--- src/sv/adaptive_uniform_quantizer_macros.svh ---
// assertion helpers for the quantizer
`ifndef ADAPTIVE_UNIFORM_QUANTIZER_MACROS_SVH
`define ADAPTIVE_UNIFORM_QUANTIZER_MACROS_SVH

`ifndef SYNTH

// same-cycle implication
`define AUQ_ASSERT_IMPLY(label, clk, rstn, ante, cons, msg) \
    label: assert property (@(posedge clk) disable iff (!rstn) (ante) |-> (cons)) \
        else $error(msg);

// next-cycle implication
`define AUQ_ASSERT_NEXT(label, clk, rstn, ante, cons, msg) \
    label: assert property (@(posedge clk) disable iff (!rstn) (ante) |=> (cons)) \
        else $error(msg);

`else

`define AUQ_ASSERT_IMPLY(label, clk, rstn, ante, cons, msg)
`define AUQ_ASSERT_NEXT(label, clk, rstn, ante, cons, msg)

`endif

`endif

--- src/sv/auq_pkg.sv ---
package auq_pkg;

    // field widths
    localparam int SAMPLE_W = 32;
    localparam int NUM_W    = SAMPLE_W - 1;
    localparam int STEP_W   = 32;
    localparam int LB_W     = 5;
    localparam int IDX_W    = 31;
    localparam int AMP_W    = 64;
    localparam int M_W      = 32;
    localparam int KS_W     = 34;
    localparam int PP_W     = 48;
    localparam int HALF_W   = 16;

    localparam logic [LB_W-1:0] LEVEL_BITS_RESET = 5'd8;
    localparam logic [LB_W-1:0] LEVEL_BITS_MIN   = 5'd1;

    // status codes
    localparam logic STATUS_OK        = 1'b0;
    localparam logic STATUS_ZERO_STEP = 1'b1;

    // word moving through the divider
    typedef struct packed {
        logic [NUM_W-1:0]  num;
        logic [STEP_W-1:0] rem;
        logic [NUM_W-1:0]  quo;
        logic [STEP_W-1:0] step;
        logic              neg;
        logic              zero;
    } div_t;

    // result word
    typedef struct packed {
        logic signed [AMP_W-1:0] amp;
        logic [STEP_W-1:0]       step;
        logic [IDX_W-1:0]        idx;
        logic                    status;
    } out_t;

    // output buffer status toward the pipeline
    typedef struct packed {
        logic room;
        logic full;
    } buf_stat_t;

    // half the level count, 2^(bits-1), with bits of zero read as one
    function automatic logic [STEP_W-1:0] half_levels(input logic [LB_W-1:0] bits);
        logic [LB_W-1:0] b;
        b = (bits < LEVEL_BITS_MIN) ? LEVEL_BITS_MIN : bits;
        return STEP_W'(1) << (b - LEVEL_BITS_MIN);
    endfunction

    // top index L-1
    function automatic logic [STEP_W-1:0] max_index(input logic [LB_W-1:0] bits);
        logic [STEP_W-1:0] h;
        h = half_levels(bits);
        return (h << 1) - STEP_W'(1);
    endfunction

endpackage

--- src/sv/auq_recon.sv ---
module auq_recon import auq_pkg::*; (
    input  logic            aclk,
    input  logic            aresetn,
    input  logic            en,
    input  logic [LB_W-1:0] level_bits,
    input  logic            in_valid,
    input  div_t            in_data,
    output logic            out_valid,
    output out_t            out_data
);

    // stage a: signed quotient plus L/2
    logic                     a_valid_reg;
    logic signed [KS_W-1:0]   a_ksum_reg;
    logic [STEP_W-1:0]        a_step_reg;
    logic                     a_zero_reg;
    logic signed [SAMPLE_W-1:0] quo_s;
    logic signed [KS_W-1:0]   ksum_next;

    // stage b: clamped index and odd multiplier 2k-L+1
    logic                     b_valid_reg;
    logic [IDX_W-1:0]         b_idx_reg;
    logic signed [M_W-1:0]    b_mul_reg;
    logic [STEP_W-1:0]        b_step_reg;
    logic                     b_zero_reg;
    logic [STEP_W-1:0]        lmax;
    logic [IDX_W-1:0]         idx_next;
    logic [M_W:0]             mul_wide;

    // stage c: partial products on step halves
    logic                     c_valid_reg;
    logic signed [PP_W-1:0]   c_plo_reg;
    logic signed [PP_W-1:0]   c_phi_reg;
    logic [IDX_W-1:0]         c_idx_reg;
    logic [STEP_W-1:0]        c_step_reg;
    logic                     c_zero_reg;

    // stage d: final sum
    logic                     d_valid_reg;
    out_t                     d_reg;
    logic signed [AMP_W-1:0]  amp_next;

    always_comb begin
        quo_s     = in_data.neg ? $signed(~{1'b0, in_data.quo}) : $signed({1'b0, in_data.quo});
        ksum_next = $signed({{(KS_W-SAMPLE_W){quo_s[SAMPLE_W-1]}}, quo_s})
                  + $signed({{(KS_W-STEP_W){1'b0}}, half_levels(level_bits)});
    end

    // clamp to 0..L-1, zero step forces index and multiplier to zero
    always_comb begin
        lmax = max_index(level_bits);
        if (a_ksum_reg[KS_W-1]) begin
            idx_next = '0;
        end else if (a_ksum_reg > $signed({{(KS_W-STEP_W){1'b0}}, lmax})) begin
            idx_next = lmax[IDX_W-1:0];
        end else begin
            idx_next = a_ksum_reg[IDX_W-1:0];
        end
        if (a_zero_reg) begin
            idx_next = '0;
        end
        mul_wide = {1'b0, idx_next, 1'b0} - {1'b0, lmax};
        if (a_zero_reg) begin
            mul_wide = '0;
        end
    end

    // recombine partial products, the upper step half weighs 2^16
    always_comb begin
        amp_next = $signed({c_phi_reg, {HALF_W{1'b0}}})
                 + $signed({{(AMP_W-PP_W){c_plo_reg[PP_W-1]}}, c_plo_reg});
    end

    // stage valids
    always_ff @(posedge aclk) begin
        if (!aresetn) begin
            a_valid_reg <= 1'b0;
            b_valid_reg <= 1'b0;
            c_valid_reg <= 1'b0;
            d_valid_reg <= 1'b0;
        end else if (en) begin
            a_valid_reg <= in_valid;
            b_valid_reg <= a_valid_reg;
            c_valid_reg <= b_valid_reg;
            d_valid_reg <= c_valid_reg;
        end
    end

    // stage payloads
    always_ff @(posedge aclk) begin
        if (en) begin
            a_ksum_reg  <= ksum_next;
            a_step_reg  <= in_data.step;
            a_zero_reg  <= in_data.zero;

            b_idx_reg   <= idx_next;
            b_mul_reg   <= $signed(mul_wide[M_W-1:0]);
            b_step_reg  <= a_step_reg;
            b_zero_reg  <= a_zero_reg;

            c_plo_reg   <= b_mul_reg * $signed({1'b0, b_step_reg[HALF_W-1:0]});
            c_phi_reg   <= b_mul_reg * $signed({1'b0, b_step_reg[STEP_W-1:HALF_W]});
            c_idx_reg   <= b_idx_reg;
            c_step_reg  <= b_step_reg;
            c_zero_reg  <= b_zero_reg;

            d_reg.amp    <= amp_next;
            d_reg.step   <= c_step_reg;
            d_reg.idx    <= c_idx_reg;
            d_reg.status <= c_zero_reg ? STATUS_ZERO_STEP : STATUS_OK;
        end
    end

    assign out_valid = d_valid_reg;
    assign out_data  = d_reg;

endmodule

--- config.mk ---
export PLATFORM = sky130hd
export DESIGN_NAME = auq_recon
export DESIGN_NICKNAME = d
export VERILOG_FILES = /design/src/sv/adaptive_uniform_quantizer_macros.svh /design/src/sv/auq_pkg.sv /design/src/sv/auq_recon.sv
export SDC_FILE = /design/constraint.sdc
export NUM_CORES = 2
export LEC_CHECK = 0
export CAP_MARGIN = 15
export CORE_MARGIN = 10
export CORE_UTILIZATION = 55
export DETAILED_ROUTE_END_ITERATION = 10
export DONT_BUFFER_PORTS = 1
export PLACE_DENSITY_LB_ADDON = 0.12
export SETUP_SLACK_MARGIN = 0.02
export SYNTH_ARGS = -nofsm -noshare
export SYNTH_HDL_FRONTEND = slang
export SYNTH_SLANG_ARGS = --single-unit
--- constraint.sdc ---
create_clock -name aclk -period 10.6 [get_ports aclk]
set_input_delay 2.65 -clock aclk [delete_from_list [all_inputs] [get_ports aclk]]
set_output_delay 2.65 -clock aclk [all_outputs]
set_load 0.1 [all_outputs]
==> results.tsv <==
stage	metric	value	unit
outcome	status	complete, but fails checks	
outcome	failing checks	max-slew violations	
flow_run	Max Cap Viol	0	
floorplanning	initial core utilization	0.555	
floorplanning	core footprint	102000	um^2
global_route	global route overflow	0	
worst_setup_path	Setup CP Type	input port to register	
worst_setup_path	Worst path slowest cell	nor4_1	
min_path	Hold WC Path Type	register to register	
worst_setup_path	reg2reg start	b_step_reg[18]	
cells_and_area	number of flip-flops in the largest register	128	
worst_setup_path	CP required	11.15	ns
timing	period utilization	0.872	
clock_network	# resized after CTS	0	
logic_synthesis	Seq/Total Area, Yosys	0.240	
worst_setup_path	crit start category	input port	
global_route	GRT Total Usage	0.245	
logic_synthesis	most common flop cell mapped by yosys	edfxtp_1	
route	Initial DRC Count	2463	
floorplanning	io pins	266	
route	vias per inst	5.52	
placement	routability cong.	0.871	
timing	Fin Clk Skew	0.0542	ns
floorplanning	chip width	341	um
logic_synthesis	yosys warns	0	
route	Routed Antenna Nets	0	
worst_setup_path	Reg2Reg Depth	24	
logic_synthesis	Yosys cell types	86	
cells_and_area	Fillers	8874	
cells_and_area	layout net count	6974	
route	drt pass-1 iters	5	
worst_setup_path	Critical Path Start	level_bits[3]	
worst_setup_path	Stages on worst setup path	29	
cells_and_area	share of cells above drive strength 1	0.0361	
worst_setup_path	Critical Path Sink Type	register	
timing	fin crit period	9.25	ns
logic_synthesis	Synth top cells by count	1091 x inv_1, 971 x fa_1, 724 x nand2_1	
logic_synthesis	Avg Cell Area, Syn	10.1	um^2
global_route	first-pass GRT wire length	225000	um
clock_network	CTS H-Tree Depth	2	
logic_synthesis	Async S/R FF share, synth	0	
worst_setup_path	Critical Path Sink	b_mul_reg[31]	
logic_synthesis	most frequent cell after synthesis	inv_1	
clock_network	Post-CTS Setup Inserts	0	
route	# DRC	0	
logic_synthesis	Cell Area, Synth	56800	um^2
worst_setup_path	critical path's largest stage delay	0.51	ns
placement	DP Area	58100	um^2
timing	Setup-failing EPs final	0	
timing	final hold vios	0	
placement	IO Port Bufs	0	
clock_network	hold buffer count at cts	0	
worst_setup_path	Top delay family on crit path	compound AO/OA/AOI/OAI gates	
logic_synthesis	Synth area leader	fa_1	
worst_setup_path	Worst R2R End	c_phi_reg[46]	
timing	sum of negative setup slack	0	ns
logic_synthesis	synth top area cells	fa_1 34%, edfxtp_1 24%, ha_1 8.1%	
worst_setup_path	CP bufs+invs	1	
global_route	vias in the first global route	40700	
route	Final Routed Wirelength	137000	um
floorplanning	die area	116000	um^2
clock_network	Worst-path clk slew	0.06	ns
cells_and_area	Final Instance Area	60100	um^2
timing	Worst Tran Pin Value	1.67	ns
placement	Detail Placement HPWL	105000	um
worst_setup_path	arrival time of the worst setup path	9.80	ns
worst_setup_path	Worst R2R Setup Slack	2.16	ns
clock_network	CTS sink count	455	
global_route	antenna violations before repair	3	
floorplanning	placement row count	117	
clock_network	CTS tree	built	
clock_network	root buffer cell	clkbuf_16	
worst_setup_path	crit-path max FO	23	
clock_network	clock buffer depth	3	
clock_network	Num CTS Buffers	54	
logic_synthesis	Synth top area share	0.343	
timing	Peak Freq	108	MHz
timing	slew margin rel.	-0.116	
timing	RSZ-0062 raised after global routing	no	
clock_network	Skew-Pair Late Insertion Delay	0.70	ns
route	Routed WL per cell	19.9	um
global_route	largest net degree at the start of global routing	456	
logic_synthesis	syn_nets	7092	
logic_synthesis	EDFF count, synth	451	
cells_and_area	Layout area overhead	5.88	%
floorplanning	die height	341	um
placement	pre-CTS setup slack	0.923	ns
logic_synthesis	flops & latches, synth	455	
timing	final setup margin	1.35	ns
route	vias post-DR	38200	
timing	Slew Viols, Final	172	
timing	hold slack	0.409	ns
logic_synthesis	Syn Inst Count	5615	
-- worst reg2reg max path: stages, from the launching register on --
cell and delay (ns):
edfxtp_1 0.94, buf_4 0.42, nand2_1 0.14, fa_1 0.55, inv_1 0.06, fa_1 0.52, inv_1 0.06, fa_1 0.50
inv_1 0.06, fa_1 0.53, inv_1 0.05, fa_1 0.47, inv_1 0.05, fa_1 0.44, ha_1 0.35, and3_1 0.30
and3b_1 0.20, o21ai_0 0.49, nand3_1 0.25, a41oi_1 0.57, o311ai_1 0.32, a311oi_1 0.45, o31ai_1 0.14, a21oi_1 0.21
xnor2_1 0.10
-- area by class of cell --
class	count	area [um^2]	share of cell area
tap	1368	1710	0.0285
timing repair buffer	75	563	0.00937
multi-input combinational	3820	38100	0.634
clock buffer	67	1440	0.0240
antenna	1	2.50	0.0000416
inverter	1091	4100	0.0682
clock inverter	35	551	0.00916
sequential	455	13600	0.227
-- through the flow --
step / cells / util
after CTS: 6911 / 0.588
after floorplan: 5615 / -
after global placement: 6809 / 0.569
after detailed placement: 6809 / 0.569
after global routing: 6911 / 0.588
final: 6912 / 0.588
-- layout by cell type (no fill, tap or decap), types with 24 or more instances in the layout --
cell type,netlist,layout
o21ai_0,115,114
a21oi_1,182,182
a211oi_1,34,34
ha_1,369,369
nand2_1,724,724
xor2_1,90,90
o21a_1,30,30
xnor2_1,131,131
edfxtp_1,451,451
clkbuf_16,0,54
nand2b_1,37,37
fa_1,971,971
a31oi_1,24,24
nand3_1,46,46
nor2_1,185,185
and2_1,431,431
nor3_1,28,28
and3_1,31,31
nor2b_1,39,39
a21o_1,123,123
inv_1,1091,1091
buf_4,0,75
-- layer usage --
metal	vias up	share of wire	GRT usage
li1	17300	-	-
met1	19400	0.42	0.325
met5	-	0.00020	0
met4	4	0.034	0.0787
met3	254	0.064	0.0414
met2	1142	0.48	0.410
-- worst min path at each step --
stage	startpoint	endpoint	slack, ns	depth (start not counted)
global placement	c_idx_reg[19]	out_data[20]	0.40	0
global route	c_idx_reg[29]	out_data[30]	0.41	0
finish	c_step_reg[27]	out_data[59]	0.41	0
CTS	c_idx_reg[29]	out_data[30]	0.41	0
floorplan	a_step_reg[0]	b_step_reg[0]	0.40	0
detailed placement	a_step_reg[30]	b_step_reg[30]	0.40	0
-- logic make-up after synthesis --
family,after synthesis,synth area share
muxes,12,0.00216
AOI/OAI and AO/OA,652,0.0757
other,2,0.000132
buffers and inverters,1340,0.0888
xor gates and xnor gates,223,0.0348
and+or+nand+nor,1591,0.135
adders and majority gates,1340,0.424
DFF,455,0.240
Power is left out: the tool's default activity adds up to more than one toggle a clock period on the data nets, which glitch-free logic cannot reach.
