===== config.mk =====
export PLATFORM = sky130hd
export DESIGN_NAME = auq_divider
export DESIGN_NICKNAME = d
export VERILOG_FILES = /design/src/sv/adaptive_uniform_quantizer_macros.svh /design/src/sv/auq_pkg.sv /design/src/sv/auq_div_step.sv /design/src/sv/auq_divider.sv
export SDC_FILE = /design/constraint.sdc
export NUM_CORES = 2
export LEC_CHECK = 0
export BUFFER_PORTS_ARGS = -buffer_cell sky130_fd_sc_hd__buf_2
export CAP_MARGIN = 10
export CORE_ASPECT_RATIO = 1.2
export CORE_MARGIN = 4
export CORE_UTILIZATION = 30
export CTS_BUF_LIST = sky130_fd_sc_hd__clkbuf_16
export DETAILED_ROUTE_END_ITERATION = 6
export PLACE_DENSITY = 0.42
export SETUP_SLACK_MARGIN = 0.2
export SKIP_CTS_REPAIR_TIMING = 1
export SYNTH_ARGS = -nofsm -noshare
export SYNTH_HDL_FRONTEND = slang
export SYNTH_SLANG_ARGS = --single-unit
export TNS_END_PERCENT = 50

===== constraint.sdc =====
create_clock -name aclk -period 3.5 [get_ports aclk]
set_input_delay 0.525 -clock aclk [delete_from_list [all_inputs] [get_ports aclk]]
set_output_delay 0.525 -clock aclk [all_outputs]
set_load 0.05 [all_outputs]

===== src/sv/adaptive_uniform_quantizer_macros.svh =====
// assertion helpers for the quantizer
`ifndef ADAPTIVE_UNIFORM_QUANTIZER_MACROS_SVH
`define ADAPTIVE_UNIFORM_QUANTIZER_MACROS_SVH

`ifndef SYNTH

// same-cycle implication
`define AUQ_ASSERT_IMPLY(label, clk, rstn, ante, cons, msg) \
    label: assert property (@(posedge clk) disable iff (!rstn) (ante) |-> (cons)) \
        else $error(msg);

// next-cycle implication
`define AUQ_ASSERT_NEXT(label, clk, rstn, ante, cons, msg) \
    label: assert property (@(posedge clk) disable iff (!rstn) (ante) |=> (cons)) \
        else $error(msg);

`else

`define AUQ_ASSERT_IMPLY(label, clk, rstn, ante, cons, msg)
`define AUQ_ASSERT_NEXT(label, clk, rstn, ante, cons, msg)

`endif

`endif


===== src/sv/auq_pkg.sv =====
package auq_pkg;

    // field widths
    localparam int SAMPLE_W = 32;
    localparam int NUM_W    = SAMPLE_W - 1;
    localparam int STEP_W   = 32;
    localparam int LB_W     = 5;
    localparam int IDX_W    = 31;
    localparam int AMP_W    = 64;
    localparam int M_W      = 32;
    localparam int KS_W     = 34;
    localparam int PP_W     = 48;
    localparam int HALF_W   = 16;

    localparam logic [LB_W-1:0] LEVEL_BITS_RESET = 5'd8;
    localparam logic [LB_W-1:0] LEVEL_BITS_MIN   = 5'd1;

    // status codes
    localparam logic STATUS_OK        = 1'b0;
    localparam logic STATUS_ZERO_STEP = 1'b1;

    // word moving through the divider
    typedef struct packed {
        logic [NUM_W-1:0]  num;
        logic [STEP_W-1:0] rem;
        logic [NUM_W-1:0]  quo;
        logic [STEP_W-1:0] step;
        logic              neg;
        logic              zero;
    } div_t;

    // result word
    typedef struct packed {
        logic signed [AMP_W-1:0] amp;
        logic [STEP_W-1:0]       step;
        logic [IDX_W-1:0]        idx;
        logic                    status;
    } out_t;

    // output buffer status toward the pipeline
    typedef struct packed {
        logic room;
        logic full;
    } buf_stat_t;

    // half the level count, 2^(bits-1), with bits of zero read as one
    function automatic logic [STEP_W-1:0] half_levels(input logic [LB_W-1:0] bits);
        logic [LB_W-1:0] b;
        b = (bits < LEVEL_BITS_MIN) ? LEVEL_BITS_MIN : bits;
        return STEP_W'(1) << (b - LEVEL_BITS_MIN);
    endfunction

    // top index L-1
    function automatic logic [STEP_W-1:0] max_index(input logic [LB_W-1:0] bits);
        logic [STEP_W-1:0] h;
        h = half_levels(bits);
        return (h << 1) - STEP_W'(1);
    endfunction

endpackage


===== src/sv/auq_div_step.sv =====
module auq_div_step import auq_pkg::*; (
    input  logic aclk,
    input  logic aresetn,
    input  logic en,
    input  logic in_valid,
    input  div_t in_data,
    output logic out_valid,
    output div_t out_data
);

    logic [STEP_W:0] rem_shift;
    logic [STEP_W:0] rem_diff;
    logic            q_bit;
    div_t            step_next;
    logic            valid_reg;
    div_t            data_reg;

    // one restoring division step: bring down the next numerator bit
    always_comb begin
        rem_shift = {in_data.rem, in_data.num[NUM_W-1]};
        rem_diff  = rem_shift - {1'b0, in_data.step};
        q_bit     = (rem_shift >= {1'b0, in_data.step});
        step_next = in_data;
        step_next.rem = q_bit ? rem_diff[STEP_W-1:0] : rem_shift[STEP_W-1:0];
        step_next.num = {in_data.num[NUM_W-2:0], 1'b0};
        step_next.quo = {in_data.quo[NUM_W-2:0], q_bit};
    end

    // stage valid
    always_ff @(posedge aclk) begin
        if (!aresetn) begin
            valid_reg <= 1'b0;
        end else if (en) begin
            valid_reg <= in_valid;
        end
    end

    // stage payload
    always_ff @(posedge aclk) begin
        if (en) begin
            data_reg <= step_next;
        end
    end

    assign out_valid = valid_reg;
    assign out_data  = data_reg;

endmodule


===== src/sv/auq_divider.sv =====
module auq_divider import auq_pkg::*; (
    input  logic                aclk,
    input  logic                aresetn,
    input  logic                en,
    input  logic                in_valid,
    input  logic [SAMPLE_W-1:0] in_sample,
    input  logic [STEP_W-1:0]   in_step,
    output logic                out_valid,
    output div_t                out_data
);

    logic       prep_valid_reg;
    div_t       prep_reg;
    div_t       prep_next;
    logic       stage_valid [0:NUM_W];
    div_t       stage_data  [0:NUM_W];

    // floor division of a negative x equals ~((~x) / d), so divide the magnitude form
    always_comb begin
        prep_next.neg  = in_sample[SAMPLE_W-1];
        prep_next.num  = in_sample[SAMPLE_W-1] ? ~in_sample[NUM_W-1:0] : in_sample[NUM_W-1:0];
        prep_next.rem  = '0;
        prep_next.quo  = '0;
        prep_next.step = in_step;
        prep_next.zero = (in_step == '0);
    end

    // entry stage valid
    always_ff @(posedge aclk) begin
        if (!aresetn) begin
            prep_valid_reg <= 1'b0;
        end else if (en) begin
            prep_valid_reg <= in_valid;
        end
    end

    // entry stage payload
    always_ff @(posedge aclk) begin
        if (en) begin
            prep_reg <= prep_next;
        end
    end

    assign stage_valid[0] = prep_valid_reg;
    assign stage_data[0]  = prep_reg;

    // one quotient bit per stage
    for (genvar i = 0; i < NUM_W; i++) begin : g_step
        auq_div_step u_step (
            .aclk      (aclk),
            .aresetn   (aresetn),
            .en        (en),
            .in_valid  (stage_valid[i]),
            .in_data   (stage_data[i]),
            .out_valid (stage_valid[i+1]),
            .out_data  (stage_data[i+1])
        );
    end

    assign out_valid = stage_valid[NUM_W];
    assign out_data  = stage_data[NUM_W];

endmodule


==> impl_metrics.toml <==
[outcome]
outcome = "complete, but fails checks"
violations = "negative setup slack"

[route]
route.detailed.wl_per_inst_um = 19.6
dr.pass1.iters = 6
post_detailed_routing_wire_length_um = 437000
drt.antenna.violating_nets = 0
detailroute.via_count = 104000
drc = 0
drt-initial-drc-count = 4877
route.detailed.vias_per_inst = 4.65

[sta]
slew_headroom = 0.392
setup_total_negative_slack_ns = -24.25
fin_crit_sh = 1.11
fin_skew_ns = 0.0733
finalWorstSetupSlack_ns = -0.396
worstMarginPinSlew_ns = 0.912
fmaxAchievable_ghz = 0.257
finalSetupViolCount = 168
fin_worst_hold_slack_ns = 0.235
post-route-min-period_ns = 3.90
grt_setup_unrepaired = "true"
final_max_slew_viol_count = 0
timing.final.hold_violations = 0

[final_layout]
fillers = 49600
multi_input_comb_area_sq_um = 62900
post-route-util = 0.391
sequential_cell_area_in_the_final_layout_sq_um = 92900
largest_register_ffs = 3007
syn_to_final_growth_pct = 30.0
final_net_count = 16200
drive_gt1_frac = 0.274

[hold_path]
hold_depth = 2
holdCritPathClass = "input port to flop"
min_delay_endpoint = "prep_reg[33]$_DFFE_PP_"
hold_path_startpoint = "in_step[31]"

[logic_synthesis]
synthesis.yosys.warnings = 0
synth-main-ff-cell = "sky130_fd_sc_hd__edfxtp_1"
ys_seq_elements = 3104
synth-edff-count = 3072
async_reset_ff_frac = 0
post_synth_design_cell_area_sq_um = 155000
synth-seq-area-share = 0.598
synth.avg_cell_area_sq_um = 12.3
syn_inst = 12700
synth_cell_type_count = 90

[power_and_ir_drop]
p_clk_frac = 0.193
power.static_leakage_nw = 82.6
pwr-share-seq = 0.308
switching_share = 0.367
p_int_mw = 120
design_power_total_mw = 190
power_switching_mw = 69.7
logic_gate_share_of_total_power = 0.499
worst_ir_drop_vdd_mv = 0.449
power.density_cell_area_nw_per_um2 = 942

[worst_setup_path]
element_type_at_the_critical_path_end = "flop"
worst-r2r-cell-count = 15
worst-path-max-fanout = 6
setup.worst_path.class = "flop to flop"
r2r_setup_slack_ns = -0.40
worstPathRequired_ns = 4.23
timing.rr.end = "g_step[15].u_step.out_data[69]$_DFFE_PP_"
rr_startpoint = "g_step[14].u_step.out_data[3]$_DFFE_PP_"
worst_setup_path_start_kind = "flop"
arrival_ns = 4.62

[clock_tree]
tritoncts = "done"
tritoncts.num_buffers = 357
cts_buffer_depth = 4
clk-insertion-delay-late_ns = 1.01
clock_sink_count = 3104
ctsHtreeMaxLevel = 5
clk_transition_reported_paths_ns = 0.06
root_buffer = "sky130_fd_sc_hd__clkbuf_16"

[floorplanning]
die_area_sq_um = 529000
floorplan.core_area_sq_um = 516000
num_io_pins = 197
die_height_um = 796
floorplan.rows = 289
initial_core_util = 0.301
chip_width_um = 665

[global_routing]
grt_start_max_net_pins = 129
grt_antenna_before_repair = 6
wire_length_of_the_first_global_routing_pass_um = 625000
first_global_vias = 104000
globalRouteTotalUtil = 0.153
grt_overflow = 0

[place]
routabilityCongestion = 0.863
dpl.hpwl_um = 322000
port-buffer-count = 165
placement.setup.worst_slack_ns = -0.624

[flow_run]
cap_violations = 0
[power groups by stage]
stage	clock network (mW)	logic [mW]	registers (mW)
after global placement	0	79.6	59.3
final	36.7	95.0	58.5
after floorplan	0	48.8	56.5
after global routing	39.9	104	59.2
after CTS	38.4	80.0	58.5
after detailed placement	0	79.5	59.2
[Yosys cell counts (18+ instances only)]
library cell / number / area share
sky130_fd_sc_hd__edfxtp_1: 3072 / 0.59
sky130_fd_sc_hd__inv_1: 1199 / 0.029
sky130_fd_sc_hd__nand2_1: 969 / 0.023
sky130_fd_sc_hd__ha_1: 962 / 0.078
sky130_fd_sc_hd__a21oi_1: 946 / 0.030
sky130_fd_sc_hd__o21ai_0: 880 / 0.028
sky130_fd_sc_hd__nor2_1: 536 / 0.013
sky130_fd_sc_hd__a21o_1: 521 / 0.025
sky130_fd_sc_hd__xnor2_1: 450 / 0.025
sky130_fd_sc_hd__xor2_1: 390 / 0.022
sky130_fd_sc_hd__mux2_2: 290 / 0.021
sky130_fd_sc_hd__clkbuf_1: 266 / 0.0064
sky130_fd_sc_hd__nand3_1: 190 / 0.0061
sky130_fd_sc_hd__nand4_1: 165 / 0.0066
sky130_fd_sc_hd__nor2b_1: 162 / 0.0065
sky130_fd_sc_hd__nand2b_1: 140 / 0.0056
sky130_fd_sc_hd__o21a_1: 137 / 0.0066
sky130_fd_sc_hd__nor3_1: 118 / 0.0038
sky130_fd_sc_hd__a31oi_1: 114 / 0.0046
sky130_fd_sc_hd__o21bai_1: 104 / 0.0050
sky130_fd_sc_hd__and3_1: 85 / 0.0034
sky130_fd_sc_hd__o31ai_1: 69 / 0.0033
sky130_fd_sc_hd__a211oi_1: 64 / 0.0031
sky130_fd_sc_hd__mux2i_1: 61 / 0.0039
sky130_fd_sc_hd__nor4_1: 51 / 0.0021
sky130_fd_sc_hd__a21boi_0: 48 / 0.0023
sky130_fd_sc_hd__o211ai_1: 35 / 0.0017
sky130_fd_sc_hd__dfxtp_1: 32 / 0.0041
sky130_fd_sc_hd__buf_4: 31 / 0.0015
sky130_fd_sc_hd__fa_1: 30 / 0.0039
sky130_fd_sc_hd__o31a_1: 29 / 0.0016
sky130_fd_sc_hd__a31o_2: 27 / 0.0015
sky130_fd_sc_hd__a211o_1: 26 / 0.0015
sky130_fd_sc_hd__mux2_1: 26 / 0.0019
sky130_fd_sc_hd__or3_1: 26 / 0.0010
sky130_fd_sc_hd__and2_1: 25 / 0.0010
sky130_fd_sc_hd__buf_1: 23 / 0.00056
sky130_fd_sc_hd__buf_2: 23 / 0.00074
sky130_fd_sc_hd__and4_1: 21 / 0.0012
sky130_fd_sc_hd__a41oi_1: 20 / 0.0011
sky130_fd_sc_hd__o41a_1: 20 / 0.0015
sky130_fd_sc_hd__a221oi_1: 18 / 0.0010
[worst max path at each step]
stage	slack (ns)	start	endpoint	cells past startpoint
finish	-0.40	g_step[14].u_step.out_data[3]$_DFFE_PP_	g_step[15].u_step.out_data[69]$_DFFE_PP_	15
global route	-0.52	g_step[14].u_step.out_data[3]$_DFFE_PP_	g_step[15].u_step.out_data[69]$_DFFE_PP_	15
CTS	-0.65	g_step[11].u_step.out_data[65]$_DFFE_PP_	g_step[12].u_step.out_data[65]$_DFFE_PP_	15
detailed placement	-0.62	g_step[11].u_step.out_data[65]$_DFFE_PP_	g_step[12].u_step.out_data[65]$_DFFE_PP_	15
global placement	-0.71	g_step[14].u_step.out_data[10]$_DFFE_PP_	g_step[15].u_step.out_data[68]$_DFFE_PP_	14
floorplan	-0.19	g_step[14].u_step.out_data[3]$_DFFE_PP_	g_step[15].u_step.out_data[89]$_DFFE_PP_	14
[cells by family (layout without fill, tap and decap cells)]
logic type | count (synthesis) | after routing | synth area share
AND/OR/NAND/NOR | 2560 | 2560 | 0.0774
adder cells (fa/ha/maj) | 992 | 992 | 0.0814
multiplexers | 380 | 380 | 0.0271
AO/OA/AOI/OAI | 3238 | 3238 | 0.130
other | 1 | 33 | 0.0000242
buffers and inverters | 1550 | 4308 | 0.0388
flip-flops | 3104 | 3104 | 0.598
XOR/XNOR | 840 | 840 | 0.0474
[placed cells by master, fill, tap and decap left out, types with 120 or more instances in the layout]
| master | count |
|---|---|
| sky130_fd_sc_hd__nor2_1 | 464 |
| sky130_fd_sc_hd__xnor2_1 | 446 |
| sky130_fd_sc_hd__buf_4 | 1898 |
| sky130_fd_sc_hd__nand3_1 | 175 |
| sky130_fd_sc_hd__nand4_1 | 165 |
| sky130_fd_sc_hd__ha_1 | 864 |
| sky130_fd_sc_hd__clkbuf_16 | 419 |
| sky130_fd_sc_hd__edfxtp_1 | 3072 |
| sky130_fd_sc_hd__mux2_2 | 205 |
| sky130_fd_sc_hd__a21oi_2 | 120 |
| sky130_fd_sc_hd__xor2_1 | 387 |
| sky130_fd_sc_hd__buf_2 | 163 |
| sky130_fd_sc_hd__inv_1 | 1205 |
| sky130_fd_sc_hd__o21ai_0 | 622 |
| sky130_fd_sc_hd__a21o_1 | 519 |
| sky130_fd_sc_hd__o21a_1 | 132 |
| sky130_fd_sc_hd__nand2_1 | 878 |
| sky130_fd_sc_hd__nand2b_1 | 136 |
| sky130_fd_sc_hd__a21oi_1 | 805 |
| sky130_fd_sc_hd__o21ai_2 | 147 |
| sky130_fd_sc_hd__nor2b_1 | 134 |
[layout make-up]
cell class                 instances  share of cell area
timing repair buffer            2461               0.107
antenna                            2           0.0000248
clock buffer                     360              0.0446
inverter                        1200              0.0225
sequential                      3104               0.460
tap                             6838              0.0424
clock inverter                   287              0.0119
multi-input combinational       8041               0.312
[critical path: stages (launching register included)]
cell and delay (ns):
sky130_fd_sc_hd__edfxtp_1 0.41, sky130_fd_sc_hd__inv_2 0.09, sky130_fd_sc_hd__ha_4 0.20, sky130_fd_sc_hd__nor2b_4 0.12
sky130_fd_sc_hd__o31a_1 0.25, sky130_fd_sc_hd__o31a_1 0.29, sky130_fd_sc_hd__o41ai_2 0.26, sky130_fd_sc_hd__nor2_2 0.15
sky130_fd_sc_hd__o211ai_2 0.27, sky130_fd_sc_hd__o31a_1 0.20, sky130_fd_sc_hd__o21bai_1 0.09, sky130_fd_sc_hd__or3_4 0.38
sky130_fd_sc_hd__a211oi_4 0.21, sky130_fd_sc_hd__buf_6 0.22, sky130_fd_sc_hd__clkbuf_16 0.19, sky130_fd_sc_hd__mux2_4 0.30
[metal layers]
| layer | vias up | wire (um) | global-route usage |
|---|---|---|---|
| met3 | 773 | 11900 | 0.0182 |
| met5 | - | 0 | 0 |
| li1 | 51700 | - | - |
| met2 | 1400 | 242000 | 0.304 |
| met4 | 0 | 21600 | 0.0592 |
| met1 | 49800 | 161000 | 0.160 |
[per-stage QoR]
step / instances / area, sq um
floorplan: 12700 / 156000
global placement: 21200 / 179000
detailed placement: 21200 / 179000
CTS: 21900 / 190000
global route: 22300 / 202000
finish: 22300 / 202000
Note: power is estimated with default switching activity, not from simulation.
