<file path="src/sv/adaptive_uniform_quantizer_macros.svh">
// assertion helpers for the quantizer
`ifndef ADAPTIVE_UNIFORM_QUANTIZER_MACROS_SVH
`define ADAPTIVE_UNIFORM_QUANTIZER_MACROS_SVH

`ifndef SYNTH

// same-cycle implication
`define AUQ_ASSERT_IMPLY(label, clk, rstn, ante, cons, msg) \
    label: assert property (@(posedge clk) disable iff (!rstn) (ante) |-> (cons)) \
        else $error(msg);

// next-cycle implication
`define AUQ_ASSERT_NEXT(label, clk, rstn, ante, cons, msg) \
    label: assert property (@(posedge clk) disable iff (!rstn) (ante) |=> (cons)) \
        else $error(msg);

`else

`define AUQ_ASSERT_IMPLY(label, clk, rstn, ante, cons, msg)
`define AUQ_ASSERT_NEXT(label, clk, rstn, ante, cons, msg)

`endif

`endif

</file>
<file path="src/sv/auq_pkg.sv">
package auq_pkg;

    // field widths
    localparam int SAMPLE_W = 32;
    localparam int NUM_W    = SAMPLE_W - 1;
    localparam int STEP_W   = 32;
    localparam int LB_W     = 5;
    localparam int IDX_W    = 31;
    localparam int AMP_W    = 64;
    localparam int M_W      = 32;
    localparam int KS_W     = 34;
    localparam int PP_W     = 48;
    localparam int HALF_W   = 16;

    localparam logic [LB_W-1:0] LEVEL_BITS_RESET = 5'd8;
    localparam logic [LB_W-1:0] LEVEL_BITS_MIN   = 5'd1;

    // status codes
    localparam logic STATUS_OK        = 1'b0;
    localparam logic STATUS_ZERO_STEP = 1'b1;

    // word moving through the divider
    typedef struct packed {
        logic [NUM_W-1:0]  num;
        logic [STEP_W-1:0] rem;
        logic [NUM_W-1:0]  quo;
        logic [STEP_W-1:0] step;
        logic              neg;
        logic              zero;
    } div_t;

    // result word
    typedef struct packed {
        logic signed [AMP_W-1:0] amp;
        logic [STEP_W-1:0]       step;
        logic [IDX_W-1:0]        idx;
        logic                    status;
    } out_t;

    // output buffer status toward the pipeline
    typedef struct packed {
        logic room;
        logic full;
    } buf_stat_t;

    // half the level count, 2^(bits-1), with bits of zero read as one
    function automatic logic [STEP_W-1:0] half_levels(input logic [LB_W-1:0] bits);
        logic [LB_W-1:0] b;
        b = (bits < LEVEL_BITS_MIN) ? LEVEL_BITS_MIN : bits;
        return STEP_W'(1) << (b - LEVEL_BITS_MIN);
    endfunction

    // top index L-1
    function automatic logic [STEP_W-1:0] max_index(input logic [LB_W-1:0] bits);
        logic [STEP_W-1:0] h;
        h = half_levels(bits);
        return (h << 1) - STEP_W'(1);
    endfunction

endpackage

</file>
<file path="src/sv/auq_out_buf.sv">
module auq_out_buf import auq_pkg::*; (
    input  logic      aclk,
    input  logic      aresetn,
    input  logic      push,
    input  out_t      push_data,
    output logic      m_valid,
    input  logic      m_ready,
    output out_t      m_data,
    output buf_stat_t stat
);

    logic [1:0] cnt_reg;
    logic [1:0] cnt_next;
    out_t       head_reg;
    out_t       tail_reg;
    logic       pop;

    assign pop = m_ready && (cnt_reg != 2'd0);

    // occupancy
    always_comb begin
        cnt_next = cnt_reg + {1'b0, push} - {1'b0, pop};
    end

    always_ff @(posedge aclk) begin
        if (!aresetn) begin
            cnt_reg <= 2'd0;
        end else begin
            cnt_reg <= cnt_next;
        end
    end

    // two-entry queue, head is the word on the bus
    always_ff @(posedge aclk) begin
        if (pop) begin
            if (cnt_reg == 2'd2) begin
                head_reg <= tail_reg;
            end else begin
                head_reg <= push_data;
            end
        end else if (push && cnt_reg == 2'd0) begin
            head_reg <= push_data;
        end
        if (push && ((cnt_reg == 2'd1 && !pop) || cnt_reg == 2'd2)) begin
            tail_reg <= push_data;
        end
    end

    assign m_valid   = (cnt_reg != 2'd0);
    assign m_data    = head_reg;
    assign stat.full = (cnt_reg == 2'd2);
    assign stat.room = (cnt_reg != 2'd2);

endmodule

</file>
<file path="config.mk">
export PLATFORM = sky130hd
export DESIGN_NAME = auq_out_buf
export DESIGN_NICKNAME = d
export VERILOG_FILES = /design/src/sv/adaptive_uniform_quantizer_macros.svh /design/src/sv/auq_pkg.sv /design/src/sv/auq_out_buf.sv
export SDC_FILE = /design/constraint.sdc
export NUM_CORES = 1
export LEC_CHECK = 0
export BUFFER_PORTS_ARGS = -buffer_cell sky130_fd_sc_hd__buf_2
export CORE_UTILIZATION = 57
export DETAILED_ROUTE_END_ITERATION = 10
export PLACE_DENSITY_LB_ADDON = 0.15
export SLEW_MARGIN = 10
export SYNTH_ARGS = -nofsm -noshare
export SYNTH_HDL_FRONTEND = slang
export SYNTH_SLANG_ARGS = --single-unit
</file>
<file path="constraint.sdc">
create_clock -name aclk -period 7 [get_ports aclk]
set_input_delay 0.7 -clock aclk [delete_from_list [all_inputs] [get_ports aclk]]
set_output_delay 0.7 -clock aclk [all_outputs]
set_load 0.02 [all_outputs]
</file>
==> results of run 1 <==
-- cell usage after synthesis, drive strengths merged --
| cell | count |
|---|---|
| nand3b | 1 |
| nor2b | 2 |
| buf | 14 |
| mux2 | 129 |
| or2 | 1 |
| xnor3 | 1 |
| ha | 2 |
| dfxtp | 2 |
| edfxtp | 256 |
| and2 | 2 |
| inv | 3 |
| nor3b | 1 |
| o21a | 1 |
-- stage by stage --
| step | worst slack, ns | hold slack, ns | area [sq um] | std cells |
|---|---|---|---|---|
| floorplan | 2.70 | 0.525 | 9940 | 415 |
| finish | 4.28 | 0.374 | 12200 | 935 |
| global placement | 3.95 | 0.528 | 11300 | 886 |
| CTS | 4.23 | 0.353 | 12200 | 932 |
| detailed placement | 3.86 | 0.533 | 11300 | 886 |
| global route | 4.05 | 0.357 | 12200 | 934 |
-- worst max path at each step --
stage                                    endpoint  cells after the start
after floorplan             tail_reg[0]$_DFFE_PP_                      2
after global placement     tail_reg[62]$_DFFE_PP_                      4
after detailed placement   tail_reg[96]$_DFFE_PP_                      4
after CTS                  tail_reg[24]$_DFFE_PP_                      3
after global routing      tail_reg[119]$_DFFE_PP_                      3
final                      tail_reg[48]$_DFFE_PP_                      3
-- cells by family (layout without fill, tap and decap cells) --
| group | after synthesis | count (layout) | synth area share |
|---|---|---|---|
| buffers and inverters | 17 | 314 | 0.0267 |
| other | 0 | 3 | 0 |
| XOR/XNOR | 1 | 1 | 0.00227 |
| multiplexers | 129 | 129 | 0.185 |
| AND/OR/NAND/NOR | 7 | 7 | 0.00592 |
| adder cells (fa/ha/maj) | 2 | 2 | 0.00252 |
| AO/OA/AOI/OAI | 1 | 1 | 0.000755 |
| flip-flops | 258 | 258 | 0.777 |
-- cells in the final DEF (no fill, tap or decap) --
cell type	synthesis	routed
clkinv_2	0	5
nand3b_4	1	1
bufinv_16	0	3
clkbuf_16	0	27
dfxtp_1	2	2
xnor3_1	1	1
mux2_8	0	1
o21a_4	0	1
buf_2	0	262
edfxtp_1	256	256
ha_1	2	2
clkbuf_1	0	8
clkinv_1	0	3
diode_2	0	3
buf_4	0	3
inv_1	3	3
nor2b_1	2	2
nor3b_1	1	1
mux2_2	27	26
mux2_4	102	102
and2_1	2	2
or2_2	1	1
-- layer usage --
layer | global-route usage | vias to the layer above
met5 | 0 | -
met4 | 0.0712 | 2
met3 | 0.0635 | 39
met2 | 0.316 | 213
met1 | 0.251 | 2384
li1 | - | 2217
-- critical path: cells and delay by family, from the launching register on --
kind / cells / cell delay [ns]
simple gates: 1 / 0.27
buf+inv: 1 / 0.87
compound gates: 1 / 0.68
flops: 1 / 0.43
-- area by class of cell --
type | instances | area, sq um | share of cell area
diodes | 3 | 7.51 | 0.000617
clock buffers | 35 | 706 | 0.0580
clock inverters | 11 | 126 | 0.0104
inverters | 3 | 11.3 | 0.000926
multi-input cells | 140 | 1970 | 0.162
flip-flops and latches | 258 | 7730 | 0.636
well taps | 220 | 275 | 0.0226
repair buffers | 265 | 1330 | 0.110
-- power by group through the flow --
stage	registers [uW]	clock network [uW]	logic, uW
6_report	2240	1350	1100
5_1_grt	2270	1430	1180
4_1_cts	2250	1380	1130
3_5_place_dp	2270	0	1120
3_3_place_gp	2260	0	1100
2_1_floorplan	2540	0	573
==> results.cfg, run 1 <==
[route]
drt-total-wl_mm = 17.8
highest_layer = met5
vias = 4855
drc = 0
routedLengthMet1_mm = 7.02
avgRoutedWirePerCell_um = 19.1
first_pass_iters = 4
ant_nets = 0
drtIter0Drc = 302
wl_met2_mm = 8.64
dr_wl_met3_mm = 1.63
vias_per_cell = 5.19

[worst_hold_path]
min_from = push_data[90]
holdPathEnd = tail_reg[90]$_DFFE_PP_
hold_path_class = in -> reg
hold_depth = 1

[sta]
rsz0062_at_grt = false
fmax_mhz = 367
fin_crit_sh = 0.389
finalHoldViolCount = 0
clock_skew_ns = 0.0176
finalCriticalPeriod_ns = 2.72
relSlewSlack = 0.308
maxSlewViolCount = 0
setup_viol = 0
timing.setup.tns_ns = 0
tightest_slew_ns = 1.04

[critical_path]
crit_fanout = 74
critical_path.cell_chain = nor2b_1 -> o21a_4 -> buf_4
critPathKind = reg -> reg
ff2ff_setup_slack_ns = 4.28
start_kind = flop
crit_path_max_incr_delay_ns = 0.87
required_ns = 7.14
cp_slowest_cell = buf_4
ff2ff_path_depth = 3
critical_path_arrival_ns = 2.86
endpoint_kind = flop
rr_endpoint = tail_reg[48]$_DFFE_PP_
r2r-start = cnt_reg[1]$_SDFF_PN0_
crit_start = cnt_reg[1]$_SDFF_PN0_

[global_route]
overflow = 0
grt_pass1_wl_mm = 26.9
antenna_found_initial = 4
grtUsageTotal = 0.196
grt_max_degree = 129
grt_pass1_vias = 4953

[placed_design]
hpwl_mm = 11.3
numPortBuffers = 262
globalplace.congestion = 0.758

[power_and_ir_drop]
leakage_uw = 0.00507
internal-power_uw = 3390
p_per_area_nw_per_um2 = 387
ir_drop_mv = 0.563
power_uw = 4700
combPwrFrac = 0.235
swShare = 0.279
clkPwrFrac = 0.288
p_seq_frac = 0.477
p_switching_uw = 1310

[clock_network]
cts_resized = 0
cts_tree = yes
clk_latency_ns = 0.51
cts_root_buf = clkbuf_16
postCtsHoldBufs = 0
numCtsBuffers = 26
h-tree-depth = 1
post_cts_buffers = 0
clock-sinks = 258
clock_path_buffers = 3
cts.clk_slew.worst_paths_ns = 0.06

[logic_synthesis]
synth_seq_area_share = 0.777
synth_seq_cells = 258
synthesis.nets = 549
synth_top_area_share = 0.773
ys_types = 15
synth-warning-count = 0
synth_top_area_cell = edfxtp_1
synth_area_leaders = edfxtp_1, mux2_4, mux2_2
syn_inst = 415
netlist_area_sq_um = 9940
synth_area_per_cell_sq_um = 24.0

[finish]
postLayoutCoreUtil = 0.723
drive_gt1_frac = 0.607
num-fill-cells = 1095
area_delta_synth_final_pct = 22.3
nets = 828

[floorplan]
rows = 47
core_area_sq_um = 16800
initial_utilization = 0.591
fp.dieArea_sq_um = 18000
ios = 263
chipWidth_um = 134
fp.dieH_um = 134

[flow_run]
maxCapViolCount = 0

[status]
status = finished clean
Note: power is estimated with default switching activity, not from simulation.
==> run 2: changes to the inputs <==
--- a/config.mk
+++ b/config.mk
@@ -6,7 +6,7 @@
 export NUM_CORES = 1
 export LEC_CHECK = 0
 export BUFFER_PORTS_ARGS = -buffer_cell sky130_fd_sc_hd__buf_2
-export CORE_UTILIZATION = 57
+export CORE_UTILIZATION = 52
 export DETAILED_ROUTE_END_ITERATION = 10
 export PLACE_DENSITY_LB_ADDON = 0.15
 export SLEW_MARGIN = 10
==> constraint.sdc (replaced) <==
create_clock -name aclk -period 2.7 [get_ports aclk]
set_input_delay 0.27 -clock aclk [delete_from_list [all_inputs] [get_ports aclk]]
set_output_delay 0.27 -clock aclk [all_outputs]
set_load 0.02 [all_outputs]
==> run 2 against run 1 <==
Hold slack lost 0.19 ns. Sequential share of layout area shrank 6.9 points. Core utilization grew 0.64 points. Global-route usage shrank 0.20 points. Cell area grew 12%. Non-clock buffer count grew 136. Routed wire length grew 9.5%. Count of clock-buffer cells in the layout shrank 1. Via count grew 9.9%. Setup slack lost 3.6 ns. Critical endpoint is now tail_reg[103]$_DFFE_PP_.
==> results.cfg, run 2 (synthesis results as in run 1) <==
[clock_network]
cts_root_buf = clkbuf_16
cts_resized = 0
clk_latency_ns = 0.51
h-tree-depth = 1
cts.clk_slew.worst_paths_ns = 0.06
post_cts_buffers = 0
numCtsBuffers = 27
cts_tree = yes
clock_path_buffers = 3
clock-sinks = 258

[finish]
multi_input_area_sq_um = 1970
num-fill-cells = 1109
layout_commonest_cell = buf_2
drive_gt1_frac = 0.518
seq_area_sq_um = 7730
nets = 965
mostFrequentLayoutCells = buf_2, edfxtp_1, dlygate4sd3_1
antenna_cells = 0
area_delta_synth_final_pct = 37.2

[critical_path]
start_kind = flop
path_buf_inv = 1
critical_path_arrival_ns = 2.20
critical_path.cell_chain = nor2b_1 -> o21a_4 -> buf_12
crit_family = compound AO/OA/AOI/OAI gates
endpoint_kind = flop
required_ns = 2.87
cp_slowest_cell = o21a_4
crit_path_max_incr_delay_ns = 0.52
critPathKind = reg -> reg
crit_fanout = 58

[worst_hold_path]
hold_path_class = in -> reg

[sta]
rsz0062_at_grt = false
timing.setup.tns_ns = 0
clock_skew_ns = 0.00893
finalHoldViolCount = 0
finalCriticalPeriod_ns = 2.03
fin_crit_sh = 0.750
tightest_slew_ns = 0.522
setup_viol = 0
fmax_mhz = 494
hold_ws_ns = 0.188
relSlewSlack = 0.652
setup_ws_ns = 0.675
maxSlewViolCount = 0

[power_and_ir_drop]
p_switching_uw = 3550
swShare = 0.280
p_seq_frac = 0.458
p_per_area_nw_per_um2 = 927
ir_drop_mv = 0.729
internal-power_uw = 9100
leakage_uw = 0.00569
combPwrFrac = 0.252
clkPwrFrac = 0.289

[route]
ant_nets = 0
vias = 5336
vias_per_cell = 4.92
drt-total-wl_mm = 19.5
first_pass_iters = 4
drtIter0Drc = 208
drc = 0
avgRoutedWirePerCell_um = 18.0

[floorplan]
fp.dieH_um = 140
fp.dieArea_sq_um = 19700
ios = 263
initial_utilization = 0.532
core_area_sq_um = 18700
rows = 50
chipWidth_um = 140

[placed_design]
globalplace.congestion = 0.745
numPortBuffers = 262
pre_cts_ws_ns = 0.734
hpwl_mm = 11.7

[global_route]
antenna_found_initial = 0
grt_max_degree = 59
grt_pass1_wl_mm = 29.4
grtUsageTotal = 0.194
overflow = 0
grt_pass1_vias = 5617

[status]
status = finished clean

[flow_run]
maxCapViolCount = 0
==> run 2: area by class of cell <==
class / count / share of cell area
flip-flops and latches: 258 / 0.566
well taps: 234 / 0.0215
multi-input cells: 140 / 0.145
clock inverters: 15 / 0.0127
clock buffers: 34 / 0.0514
repair buffers: 401 / 0.203
inverters: 3 / 0.000825
==> run 2: metrics by stage <==
step / util / power, uW / cell area [sq um] / instances
after floorplan: - / 8010 / 9950 / 415
after global placement: 0.614 / 8850 / 11500 / 907
final: 0.729 / 12600 / 13600 / 1085
after CTS: 0.729 / 12800 / 13600 / 1085
after detailed placement: 0.614 / 8940 / 11500 / 907
after global routing: 0.729 / 13100 / 13600 / 1085
==> run 2: routing by layer <==
| metal | up-vias | GRT usage | part of all wire | wire (um) |
|---|---|---|---|---|
| li1 | 2484 | - | - | - |
| met3 | 30 | 0.0482 | 0.065 | 1280 |
| met1 | 2629 | 0.236 | 0.41 | 7910 |
| met4 | 0 | 0.0573 | 0.021 | 413 |
| met2 | 193 | 0.342 | 0.51 | 9910 |
| met5 | - | 0 | 0 | 0 |
==> run 2: tightest hold or removal path, stage by stage <==
cell and delay (ns):
buf_2 0.13, ha_1 0.14, and2_1 0.12
==> run 2: final timing paths <==
path / startpoint / end / slack, ns / cells past startpoint
min: push / cnt_reg[0]$_SDFF_PN0_ / 0.19 / 3
min reg2reg: tail_reg[121]$_DFFE_PP_ / m_data[121]$_DFFE_PP_ / 0.55 / 1
max: cnt_reg[1]$_SDFF_PN0_ / tail_reg[103]$_DFFE_PP_ / 0.67 / 3
max reg2reg: cnt_reg[1]$_SDFF_PN0_ / tail_reg[103]$_DFFE_PP_ / 0.67 / 3
==> run 2: power groups by stage <==
stage | clock [uW] | sequential [uW] | combinational [uW]
floorplan | 0 | 6500 | 1500
global placement | 0 | 5840 | 3010
detailed placement | 0 | 5860 | 3080
CTS | 3730 | 5790 | 3240
global route | 3890 | 5860 | 3380
finish | 3660 | 5800 | 3190
==> run 2: what timing repair did <==
item | in CTS | in global routing
hold buffers | 129 | 0
hold endpoints to repair | 130 | 0
endpoints found under the setup margin | 0 | 0
==> run 3: changes to the inputs <==
--- a/config.mk
+++ b/config.mk
@@ -6,7 +6,7 @@
 export NUM_CORES = 1
 export LEC_CHECK = 0
 export BUFFER_PORTS_ARGS = -buffer_cell sky130_fd_sc_hd__buf_2
-export CORE_UTILIZATION = 52
+export CORE_UTILIZATION = 47
 export DETAILED_ROUTE_END_ITERATION = 10
 export PLACE_DENSITY_LB_ADDON = 0.15
 export SLEW_MARGIN = 10
==> constraint.sdc (replaced) <==
create_clock -name aclk -period 1.7 [get_ports aclk]
set_input_delay 0.17 -clock aclk [delete_from_list [all_inputs] [get_ports aclk]]
set_output_delay 0.17 -clock aclk [all_outputs]
set_load 0.02 [all_outputs]
==> run 3 against run 2 <==
Hold slack got worse by 0.10 ns. Setup slack got worse by 0.60 ns. Critical path depth rose by 4. Register-to-register slack got worse by 0.60 ns. Die area rose by 10%. Routed wire length rose by 3.6%. Sequential power rose by 58%. Global-route usage fell by 0.70 points.
==> results.cfg, run 3 (synthesis results as in run 1) <==
[status]
status = finished clean

[clock_network]
post_cts_buffers = 0
clock-sinks = 258
clk_latency_ns = 0.52
clock_path_buffers = 3
numCtsBuffers = 27
cts_tree = yes
cts_root_buf = clkbuf_16
cts.clk_slew.worst_paths_ns = 0.06
h-tree-depth = 1

[sta]
fin_crit_sh = 0.957
setup_viol = 0
finalCriticalPeriod_ns = 1.63
finalHoldViolCount = 0
maxSlewViolCount = 0
relSlewSlack = 0.756
fmax_mhz = 615
tightest_slew_ns = 0.366
clock_skew_ns = 0.00614
hold_ws_ns = 0.0843
rsz0062_at_grt = false

[power_and_ir_drop]
ir_drop_mv = 1.04
p_seq_frac = 0.461
combPwrFrac = 0.273
swShare = 0.286
p_switching_uw = 5700
leakage_uw = 0.00572
internal-power_uw = 14200
clkPwrFrac = 0.266
p_per_area_nw_per_um2 = 1450

[route]
vias_per_cell = 4.80
vias = 5408
first_pass_iters = 4
drtIter0Drc = 271
avgRoutedWirePerCell_um = 17.9
drc = 0
drt-total-wl_mm = 20.2
ant_nets = 0

[floorplan]
initial_utilization = 0.485
chipWidth_um = 147
fp.dieArea_sq_um = 21700
core_area_sq_um = 20500
fp.dieH_um = 147
rows = 52
ios = 263

[finish]
mostFrequentLayoutCells = buf_2, edfxtp_1, dlygate4sd3_1
seq_area_sq_um = 7730
postLayoutCellArea_sq_um = 13800
instances_no_fill = 1127
drive_gt1_frac = 0.526
layout_commonest_cell = buf_2
nets = 974
antenna_cells = 0
num-fill-cells = 1411
multi_input_area_sq_um = 1990
area_delta_synth_final_pct = 38.4

[flow_run]
maxCapViolCount = 0

[critical_path]
critPathKind = reg -> reg
critical_path_arrival_ns = 2.07
required_ns = 2.14
endpoint_kind = flop
start_kind = flop
crit_fanout = 2

[global_route]
antenna_found_initial = 0
grt_pass1_wl_mm = 31.7
overflow = 0
grt_max_degree = 52
grtUsageTotal = 0.187
grt_pass1_vias = 5949

[placed_design]
globalplace.congestion = 0.737
hpwl_mm = 12.9
placedCellCount = 952
numPortBuffers = 262
placed_area_sq_um = 11700

[worst_hold_path]
hold_path_class = in -> reg
## run 3: stage by stage
step | setup TNS (ns) | total power, uW | setup slack, ns | utilization
3_5_place_dp | 0 | 14500 | 0.0245 | 0.570
4_1_cts | 0 | 20100 | 0.00581 | 0.671
2_1_floorplan | -60.56 | 12700 | -0.308 | -
5_1_grt | 0 | 20700 | 0.00655 | 0.671
6_report | 0 | 19900 | 0.0738 | 0.671
3_3_place_gp | 0 | 14400 | 0.0907 | 0.570
## run 3: what timing repair did
| action | in CTS | in global routing |
|---|---|---|
| hold buffers | 129 | 0 |
| setup endpoints to repair | 0 | 1 |
| hold endpoints to repair | 258 | 0 |
| resized for setup | 0 | 3 |
## run 3: per-layer routing
metal	vias to the layer above	share of wire	track usage
li1	2498	-	-
met1	2674	0.40	0.225
met2	192	0.50	0.326
met3	44	0.072	0.0515
met4	0	0.030	0.0598
met5	-	0	0
## run 3: path summary, 6_finish.rpt
kind	depth (start not counted)	slack [ns]	to	startpoint
max	7	0.07	cnt_reg[1]$_SDFF_PN0_	cnt_reg[1]$_SDFF_PN0_
min	3	0.08	cnt_reg[0]$_SDFF_PN0_	push
max reg2reg	7	0.07	cnt_reg[1]$_SDFF_PN0_	cnt_reg[1]$_SDFF_PN0_
min reg2reg	1	0.54	m_data[38]$_DFFE_PP_	tail_reg[38]$_DFFE_PP_
## run 3: power groups by stage
stage	Combinational (uW)	Clock, uW	Sequential, uW
floorplan	2420	0	10300
global placement	5130	0	9260
detailed placement	5250	0	9300
CTS	5490	5410	9180
global route	5770	5660	9290
finish	5440	5300	9180
## run 3: worst max-delay path: stages (launching register included)
cell and delay, ns:
dfxtp_4 0.34, or2_4 0.25, and2_4 0.16, ha_1 0.27
inv_1 0.06, ha_2 0.15, xnor3_1 0.20, nor2b_1 0.13
## run 3: cell type report
class / count / share of cell area
flip-flops and latches: 258 / 0.562
repair buffers: 410 / 0.211
multi-input cells: 140 / 0.145
clock buffers: 32 / 0.0505
well taps: 270 / 0.0245
clock inverters: 14 / 0.00636
inverters: 3 / 0.000818
